$ cat config.mk
export PLATFORM = sky130hd
export DESIGN_NAME = fir_lowpass_64_tap_core_flat
export DESIGN_NICKNAME = d
export VERILOG_FILES = /design/src/design/fir_lp_pkg.sv /design/src/design/fir_lp_sample_if.sv /design/src/design/fir_lp_filtered_if.sv /design/src/design/fir_lp_ctrl.sv /design/src/design/fir_lp_dpath.sv /design/src/design/fir_lowpass_64_tap_core.sv /design/src/flat_wrapper.sv
export SDC_FILE = /design/constraint.sdc
export NUM_CORES = 2
export LEC_CHECK = 0
export BUFFER_PORTS_ARGS = -buffer_cell sky130_fd_sc_hd__buf_4
export CORE_UTILIZATION = 25
export DETAILED_ROUTE_END_ITERATION = 16
export GPL_TIMING_DRIVEN = 0
export SYNTH_ARGS = -nofsm -noshare
export SYNTH_HDL_FRONTEND = slang
export SYNTH_SLANG_ARGS = --single-unit
$ cat constraint.sdc
create_clock -name clk -period 6.8 [get_ports clk]
set_input_delay 0.68 -clock clk [delete_from_list [all_inputs] [get_ports clk]]
set_output_delay 0.68 -clock clk [all_outputs]
set_load 0.05 [all_outputs]
$ cat src/design/fir_lp_pkg.sv
// Shared types, constants and coefficient ROM for the low-pass FIR core.
package fir_lp_pkg;

	localparam int COEF_W    = 18;
	localparam int FRAC_BITS = 20;
	localparam int ROM_TAPS  = 64;
	localparam int ROM_IDX_W = 8;

	// Commands from controller to datapath
	typedef struct packed {
		logic start;   // capture sample, write history, clear accumulator
		logic issue;   // read one tap and its coefficient
		logic finish;  // round, saturate and load the output register
	} ctl_cmd_t;

	// Status from datapath to controller
	typedef struct packed {
		logic last_tap;  // tap being issued is the final one
		logic out_free;  // output register empty or being emptied
	} ctl_status_t;

	// Coefficients: ideal value times 2^20, rounded; taps past the ROM are zero
	function automatic logic signed [COEF_W-1:0] coef_rom(input logic [ROM_IDX_W-1:0] idx);
		logic signed [COEF_W-1:0] c;
		case (idx)
			8'd0:  c = -18'sd33;
			8'd1:  c = 18'sd128;
			8'd2:  c = 18'sd211;
			8'd3:  c = 18'sd366;
			8'd4:  c = 18'sd595;
			8'd5:  c = 18'sd911;
			8'd6:  c = 18'sd1331;
			8'd7:  c = 18'sd1875;
			8'd8:  c = 18'sd2559;
			8'd9:  c = 18'sd3401;
			8'd10: c = 18'sd4417;
			8'd11: c = 18'sd5619;
			8'd12: c = 18'sd7016;
			8'd13: c = 18'sd8613;
			8'd14: c = 18'sd10409;
			8'd15: c = 18'sd12398;
			8'd16: c = 18'sd14568;
			8'd17: c = 18'sd16899;
			8'd18: c = 18'sd19366;
			8'd19: c = 18'sd21936;
			8'd20: c = 18'sd24574;
			8'd21: c = 18'sd27235;
			8'd22: c = 18'sd29874;
			8'd23: c = 18'sd32442;
			8'd24: c = 18'sd34888;
			8'd25: c = 18'sd37162;
			8'd26: c = 18'sd39216;
			8'd27: c = 18'sd41004;
			8'd28: c = 18'sd42487;
			8'd29: c = 18'sd43631;
			8'd30: c = 18'sd44408;
			8'd31: c = 18'sd44802;
			8'd32: c = 18'sd44802;
			8'd33: c = 18'sd44408;
			8'd34: c = 18'sd43631;
			8'd35: c = 18'sd42487;
			8'd36: c = 18'sd41004;
			8'd37: c = 18'sd39216;
			8'd38: c = 18'sd37162;
			8'd39: c = 18'sd34888;
			8'd40: c = 18'sd32442;
			8'd41: c = 18'sd29874;
			8'd42: c = 18'sd27235;
			8'd43: c = 18'sd24574;
			8'd44: c = 18'sd21936;
			8'd45: c = 18'sd19366;
			8'd46: c = 18'sd16899;
			8'd47: c = 18'sd14568;
			8'd48: c = 18'sd12398;
			8'd49: c = 18'sd10409;
			8'd50: c = 18'sd8613;
			8'd51: c = 18'sd7016;
			8'd52: c = 18'sd5619;
			8'd53: c = 18'sd4417;
			8'd54: c = 18'sd3401;
			8'd55: c = 18'sd2559;
			8'd56: c = 18'sd1875;
			8'd57: c = 18'sd1331;
			8'd58: c = 18'sd911;
			8'd59: c = 18'sd595;
			8'd60: c = 18'sd366;
			8'd61: c = 18'sd211;
			8'd62: c = 18'sd128;
			8'd63: c = -18'sd33;
			default: c = '0;
		endcase
		return c;
	endfunction

endpackage

$ cat src/design/fir_lp_sample_if.sv
// Input sample channel: valid/ready handshake with the sample payload.
interface fir_lp_sample_if #(
	parameter int WIDTH = 16
);
	logic                    valid;
	logic                    ready;
	logic signed [WIDTH-1:0] sample_in;

	modport source (output valid, output sample_in, input ready);
	modport sink (input valid, input sample_in, output ready);
endinterface

$ cat src/design/fir_lp_filtered_if.sv
// Output result channel: valid/ready handshake with the filtered payload.
interface fir_lp_filtered_if #(
	parameter int WIDTH = 16
);
	logic                    valid;
	logic                    ready;
	logic signed [WIDTH-1:0] filtered_out;

	modport source (output valid, output filtered_out, input ready);
	modport sink (input valid, input filtered_out, output ready);
endinterface

$ cat src/design/fir_lp_ctrl.sv
// Sequencing state machine for the FIR core.
module fir_lp_ctrl
	import fir_lp_pkg::*;
(
	input  logic        clk,
	input  logic        arst_n,
	input  logic        in_valid,
	output logic        in_ready,
	input  ctl_status_t sts,
	output ctl_cmd_t    cmd
);

	typedef enum logic [2:0] {
		ST_IDLE,
		ST_RUN,
		ST_DRAIN1,
		ST_DRAIN2,
		ST_FINISH
	} state_t;

	state_t state_q;

	always_ff @(posedge clk or negedge arst_n) begin
		if (!arst_n) begin
			state_q <= ST_IDLE;
		end else begin
			case (state_q)
				ST_IDLE: begin
					if (in_valid) state_q <= ST_RUN;
				end
				ST_RUN: begin
					if (sts.last_tap) state_q <= ST_DRAIN1;
				end
				ST_DRAIN1: state_q <= ST_DRAIN2;
				ST_DRAIN2: state_q <= ST_FINISH;
				ST_FINISH: begin
					if (sts.out_free) state_q <= ST_IDLE;
				end
				default: state_q <= ST_IDLE;
			endcase
		end
	end

	assign in_ready   = (state_q == ST_IDLE);
	assign cmd.start  = (state_q == ST_IDLE) && in_valid;
	assign cmd.issue  = (state_q == ST_RUN);
	assign cmd.finish = (state_q == ST_FINISH) && sts.out_free;

endmodule

$ cat src/design/fir_lp_dpath.sv
// History memory, coefficient fetch, MAC pipeline and output register.
module fir_lp_dpath
	import fir_lp_pkg::*;
#(
	parameter int TAP_COUNT    = 64,
	parameter int SAMPLE_WIDTH = 16
) (
	input  logic                           clk,
	input  logic                           arst_n,
	input  ctl_cmd_t                       cmd,
	output ctl_status_t                    sts,
	input  logic signed [SAMPLE_WIDTH-1:0] sample_in,
	output logic signed [SAMPLE_WIDTH-1:0] filtered_out,
	output logic                           out_valid,
	input  logic                           out_ready
);

	localparam int AW     = (TAP_COUNT > 1) ? $clog2(TAP_COUNT) : 1;
	localparam int FW     = $clog2(TAP_COUNT + 1);
	localparam int PROD_W = SAMPLE_WIDTH + COEF_W;
	localparam int ACC_W  = PROD_W + $clog2(TAP_COUNT);
	localparam logic [AW-1:0] LAST_IDX = AW'(TAP_COUNT - 1);
	localparam logic [FW-1:0] FULL     = FW'(TAP_COUNT);
	localparam logic signed [ACC_W:0] RND = (ACC_W+1)'(1) <<< (FRAC_BITS - 1);
	localparam logic signed [ACC_W:0] MAX_V =
		{{(ACC_W+2-SAMPLE_WIDTH){1'b0}}, {(SAMPLE_WIDTH-1){1'b1}}};
	localparam logic signed [ACC_W:0] MIN_V =
		{{(ACC_W+2-SAMPLE_WIDTH){1'b1}}, {(SAMPLE_WIDTH-1){1'b0}}};

	// Ring of the newest TAP_COUNT samples; the fill count masks unwritten slots
	logic signed [SAMPLE_WIDTH-1:0] mem_q [TAP_COUNT];

	logic [AW-1:0] wptr_q, rptr_q, k_q;
	logic [FW-1:0] fill_q;
	logic          iss_s1, iss_s2;
	logic          out_valid_q;

	logic signed [SAMPLE_WIDTH-1:0] rdata_s1;
	logic signed [COEF_W-1:0]       coef_s1;
	logic                           tapv_s1;
	logic signed [PROD_W-1:0]       prod_s2;
	logic signed [ACC_W-1:0]        acc_q;
	logic signed [SAMPLE_WIDTH-1:0] filtered_q;

	logic signed [ACC_W:0]          biased, shifted;
	logic signed [SAMPLE_WIDTH-1:0] sat_val;

	always_ff @(posedge clk) begin
		if (cmd.start) mem_q[wptr_q] <= sample_in;
		if (cmd.issue) rdata_s1 <= mem_q[rptr_q];
	end

	always_ff @(posedge clk or negedge arst_n) begin
		if (!arst_n) begin
			wptr_q      <= '0;
			rptr_q      <= '0;
			k_q         <= '0;
			fill_q      <= '0;
			iss_s1      <= 1'b0;
			iss_s2      <= 1'b0;
			out_valid_q <= 1'b0;
		end else begin
			iss_s1 <= cmd.issue;
			iss_s2 <= iss_s1;
			if (cmd.start) begin
				wptr_q <= (wptr_q == LAST_IDX) ? '0 : wptr_q + 1'b1;
				rptr_q <= wptr_q;
				k_q    <= '0;
				if (fill_q != FULL) fill_q <= fill_q + 1'b1;
			end else if (cmd.issue) begin
				rptr_q <= (rptr_q == '0) ? LAST_IDX : rptr_q - 1'b1;
				k_q    <= k_q + 1'b1;
			end
			if (cmd.finish) out_valid_q <= 1'b1;
			else if (out_ready) out_valid_q <= 1'b0;
		end
	end

	// Coefficient, tap mask, product and accumulation
	always_ff @(posedge clk) begin
		if (cmd.issue) begin
			coef_s1 <= coef_rom(ROM_IDX_W'(k_q));
			tapv_s1 <= (FW'(k_q) < fill_q);
		end
		if (tapv_s1) prod_s2 <= coef_s1 * rdata_s1;
		else         prod_s2 <= '0;
		if (cmd.start) acc_q <= '0;
		else if (iss_s2) acc_q <= acc_q + ACC_W'(prod_s2);
		if (cmd.finish) filtered_q <= sat_val;
	end

	always_comb begin
		biased  = (ACC_W+1)'(acc_q) + RND;
		shifted = biased >>> FRAC_BITS;
		if (shifted > MAX_V)      sat_val = MAX_V[SAMPLE_WIDTH-1:0];
		else if (shifted < MIN_V) sat_val = MIN_V[SAMPLE_WIDTH-1:0];
		else                      sat_val = shifted[SAMPLE_WIDTH-1:0];
	end

	assign sts.last_tap = (k_q == LAST_IDX);
	assign sts.out_free = !out_valid_q || out_ready;
	assign out_valid    = out_valid_q;
	assign filtered_out = filtered_q;

endmodule

$ cat src/design/fir_lowpass_64_tap_core.sv
// Top level of the 64-tap symmetric low-pass FIR core.
//
//   channel     dir   payload                      transaction when
//   sample_ch   in    sample_in    [SW-1:0] s      valid && ready
//   result_ch   out   filtered_out [SW-1:0] s      valid && ready
//
// After the sample's transaction the controller issues every tap in ST_RUN,
// drains the MAC pipeline in ST_DRAIN1 and ST_DRAIN2 and loads the output
// register in ST_FINISH. One MAC serves every tap, fed by a single read port
// of the history memory, one tap per cycle. A new sample is taken only once
// the previous result has been loaded into the output register.
// Reset clears the fill count and control state at once; history slots
// never written since reset are masked by the fill count: no clearing pass.
// The output register holds a result while the sink stalls; the next
// sample is taken meanwhile and its result waits for the register to free.
module fir_lowpass_64_tap_core
	import fir_lp_pkg::*;
#(
	parameter int TAP_COUNT    = 64,
	parameter int SAMPLE_WIDTH = 16
) (
	input  logic               clk,
	input  logic               arst_n,
	fir_lp_sample_if.sink      sample_ch,
	fir_lp_filtered_if.source  result_ch
);

	ctl_cmd_t    cmd;
	ctl_status_t sts;

	// Sequence accept, tap issue, pipeline drain and output load
	fir_lp_ctrl u_ctrl (
		.clk      (clk),
		.arst_n   (arst_n),
		.in_valid (sample_ch.valid),
		.in_ready (sample_ch.ready),
		.sts      (sts),
		.cmd      (cmd)
	);

	// Hold history, multiply-accumulate, round and saturate
	fir_lp_dpath #(
		.TAP_COUNT    (TAP_COUNT),
		.SAMPLE_WIDTH (SAMPLE_WIDTH)
	) u_dpath (
		.clk          (clk),
		.arst_n       (arst_n),
		.cmd          (cmd),
		.sts          (sts),
		.sample_in    (sample_ch.sample_in),
		.filtered_out (result_ch.filtered_out),
		.out_valid    (result_ch.valid),
		.out_ready    (result_ch.ready)
	);

endmodule

$ cat src/flat_wrapper.sv
// flat-port wrapper written by rule: the top's interface ports become plain ports
module fir_lowpass_64_tap_core_flat import fir_lp_pkg::*;
#(
	parameter int TAP_COUNT    = 64,
	parameter int SAMPLE_WIDTH = 16
)
  (clk, arst_n, sample_ch_valid, sample_ch_sample_in, sample_ch_ready, result_ch_valid, result_ch_filtered_out, result_ch_ready);
  fir_lp_sample_if #(.WIDTH((16))) sample_ch_i ();
  fir_lp_filtered_if #(.WIDTH((16))) result_ch_i ();
  input  logic clk;
  input  logic arst_n;
  input wire logic [$bits(sample_ch_i.valid)-1:0] sample_ch_valid;
  input wire logic [$bits(sample_ch_i.sample_in)-1:0] sample_ch_sample_in;
  output wire logic [$bits(sample_ch_i.ready)-1:0] sample_ch_ready;
  output wire logic [$bits(result_ch_i.valid)-1:0] result_ch_valid;
  output wire logic [$bits(result_ch_i.filtered_out)-1:0] result_ch_filtered_out;
  input wire logic [$bits(result_ch_i.ready)-1:0] result_ch_ready;
  assign sample_ch_i.valid = sample_ch_valid;
  assign sample_ch_i.sample_in = sample_ch_sample_in;
  assign sample_ch_ready = sample_ch_i.ready;
  assign result_ch_valid = result_ch_i.valid;
  assign result_ch_filtered_out = result_ch_i.filtered_out;
  assign result_ch_i.ready = result_ch_ready;
  fir_lowpass_64_tap_core #(.TAP_COUNT(TAP_COUNT), .SAMPLE_WIDTH(SAMPLE_WIDTH)) u_core (.clk(clk), .arst_n(arst_n), .sample_ch(sample_ch_i), .result_ch(result_ch_i));
endmodule
==> flow_summary.ini <==
[status]
status = completed

[clock_tree]
cts-root-buf = clkbuf_16
clockBufferDepth = 3
clock_latency_ps = 760
cts-buffers-inserted = 110
clk_pin_slew_worst_paths_ps = 70
cts_tree = yes
htree_levels = 3
numClockSinks = 1179

[finish]
layout-drive-gt1-share_pct = 17.0
fin_nets = 4520
area_growth_pct = 15.5
n_fill_cell = 23100

[floorplan]
die_x_um = 487
die_y_um = 487
core_um2 = 233000
boundaryPins = 38
row_count = 177
dieArea_um2 = 237000
start_util_pct = 25.2

[timing]
timing.slew.headroom_pct = 17.7
setup_viol_count_final = 0
holdWs_ps = 281
finalSetupTns_ps = 0
slew_violations = 0
max_freq_mhz = 152
final.min_clock_period_ps = 6590
finalCritPeriodShare_pct = 97.0
hold_viol = 0
setup_slack_ps = 206
worstMarginPinSlew_ps = 1240
skew_ps = 74.1

[route]
first_pass_iters = 5
num_vias = 33800
via_per_inst = 4.64
wl_per_cell_um = 20.9
drtIter0Drc = 3356
drc = 0
wirelength_um = 152000
ant_nets = 0

[global_route]
antenna_found_initial = 2
overflow = 0
grt_max_degree = 65
grt_pass1_wl_um = 227000
grt.total_usage_pct = 12.7
grt_pass1_vias = 34100

[yosys]
syn-num-nets = 4289
yosysSeqAreaShare_pct = 58.7
syn_avg_cell_area_um2 = 15.3
postSynth.asyncResetShare_pct = 2.63
synth_warnings = 0
ys.flop_type = edfxtp_1
synth_seq_cells = 1179
syn_area_um2 = 58800
yosysUniqueCellTypes = 74
synthCells = 3841
synth_edf_count = 1074

[worst_setup_path]
worstSetupPathType = reg2reg
cp_common_cell = fa_1
critPathBufInv = 2
cpPeakStageDelay_ps = 610
critPathLaunch = u_core.u_dpath.rdata_s1[7]
path_cells = clkbuf_2 > nand2_1 > fa_1 > fa_1 > fa_1 > fa_1 > fa_1 > fa_1 > inv_1 > ha_1 > a21o_1 > a21o_1 > a21oi_1 > a2bb2oi_2 > a32o_1 > a31oi_4 > o31ai_4 > a21oi_1 > xnor2_1 > nor2_1
reg2reg_depth = 20
end_kind = register
ff2ff_setup_slack_ps = 210
timing.rr.start = u_core.u_dpath.rdata_s1[7]
cp.required_ps = 7370
critical_path.top_delay_family = adder cells
arrival_ps = 7170
worstSetupStartpointType = register
r2r-end = u_core.u_dpath.prod_s2[33]
slowest_stage = fa_1
crit_fanout = 10

[hold_path]
hold_class = in2reg
hp-start = result_ch_ready
hold_end = u_core.u_dpath.out_valid
hold_depth = 3

[placed_design]
gp_congestion = 0.868
place_ws_ps = -501
hpwl_um = 106000
numPortBuffers = 37

[job]
cap_violations = 0
==> sequential cells by signal (all words and copies together), names as in the netlist, 3 cells and up <==
signal	cells
u_core.u_ctrl.state_q	3
u_core.u_dpath.acc_q	40
u_core.u_dpath.coef_s1	17
u_core.u_dpath.fill_q	7
u_core.u_dpath.filtered_out	16
u_core.u_dpath.k_q	6
u_core.u_dpath.mem_q	1024
u_core.u_dpath.prod_s2	34
u_core.u_dpath.rdata_s1	16
u_core.u_dpath.rptr_q	6
u_core.u_dpath.wptr_q	6
==> kinds of logic after synthesis <==
group           synth area share (%)
flops                           58.7
simple gates                    6.13
buf+inv                         3.39
compound gates                  5.05
fa+ha+maj                       12.7
mux                             12.8
xor+xnor                        1.27
==> synth_stat cells, types with 26 or more instances <==
cell type | number | area, um2
edfxtp_1 | 1074 | 32300
inv_1 | 329 | 1230
mux4_2 | 290 | 6530
fa_1 | 282 | 5650
nand2_1 | 253 | 950
nor2_1 | 217 | 815
clkbuf_1 | 148 | 556
ha_1 | 146 | 1830
and2_1 | 135 | 845
o21ai_0 | 129 | 646
a21oi_1 | 112 | 561
mux2i_1 | 80 | 801
dfxtp_1 | 74 | 1480
xnor2_1 | 55 | 482
a21o_1 | 40 | 300
nand3_1 | 39 | 195
buf_1 | 37 | 139
dfrtp_1 | 31 | 776
xor2_1 | 30 | 263
nor3_1 | 26 | 130
==> worst reg2reg max path, stage by stage (launching register included) <==
cell and delay, ps:
edfxtp_1 550, clkbuf_2 360, nand2_1 150, fa_1 580, fa_1 480, fa_1 610
fa_1 440, fa_1 460, fa_1 490, inv_1 40, ha_1 340, a21o_1 180
a21o_1 180, a21oi_1 270, a2bb2oi_2 290, a32o_1 280, a31oi_4 80, o31ai_4 260
a21oi_1 120, xnor2_1 230, nor2_1 90
==> what timing repair did <==
item	4_1_cts	5_1_grt
buffers inserted	11	15
hold buffers	1	0
hold endpoints to repair	31	0
pin swaps	0	4
resized for setup	27	31
setup endpoints to repair	12	9
==> layout by cell type (no fill, tap or decap), drive strengths merged, types with 14 or more instances in the layout <==
cell type and instances:
nor2 217, a221oi 22, mux4 290, dfxtp 74, and2 135, clkinv 60
clkbuf 267, nand3 39, edfxtp 1074, nand2 253, a211oi 19, nand2b 22
nor3 26, fa 282, mux2i 80, a31oi 22, dfrtp 31, and3 16
buf 179, inv 335, a21oi 112, xor2 30, a22oi 17, xnor2 55
nand4 15, nor2b 14, o21ai 133, a21o 40, ha 146, mux2 17
==> worst max path at each step <==
stage                                             to  slack [ps]  depth (start not counted)
final                     u_core.u_dpath.prod_s2[33]         210                         20
after global routing      u_core.u_dpath.prod_s2[33]         -30                         23
after CTS                 u_core.u_dpath.prod_s2[31]          20                         21
after detailed placement  u_core.u_dpath.prod_s2[31]        -500                         21
after global placement    u_core.u_dpath.prod_s2[28]        -550                         20
after floorplan           u_core.u_dpath.prod_s2[32]         490                         21
==> per-layer routing <==
| metal | track usage, % | vias to the layer above | share of wire, % |
|---|---|---|---|
| met1 | 17.2 | 17600 | 43 |
| met5 | 0 | - | 0.0079 |
| met4 | 3.76 | 2 | 3.1 |
| met3 | 2.56 | 253 | 7.4 |
| li1 | - | 14700 | - |
| met2 | 20.4 | 1314 | 47 |
==> per-stage QoR <==
stage | instances | util [%] | instance area, um2
2_1_floorplan | 3841 | - | 58800
3_3_place_gp | 7010 | 27.0 | 63000
3_5_place_dp | 7073 | 27.5 | 64200
4_1_cts | 7283 | 29.1 | 67800
5_1_grt | 7295 | 29.1 | 67900
6_report | 7296 | 29.1 | 67900
==> cell type report <==
class / instances / area [um2] / area share, %
multi-input combinational: 2134 / 22600 / 33.2
sequential: 1179 / 34500 / 50.8
inverter: 333 / 1250 / 1.84
tap: 3132 / 3920 / 5.77
antenna: 1 / 2.50 / 0.00368
clock buffer: 133 / 2880 / 4.24
timing repair buffer: 127 / 1510 / 2.22
clock inverter: 70 / 559 / 0.823
buffer: 187 / 763 / 1.12
Power is not shown: default switching activity piles up to over one toggle a cycle in this logic, so the estimate is an artifact.
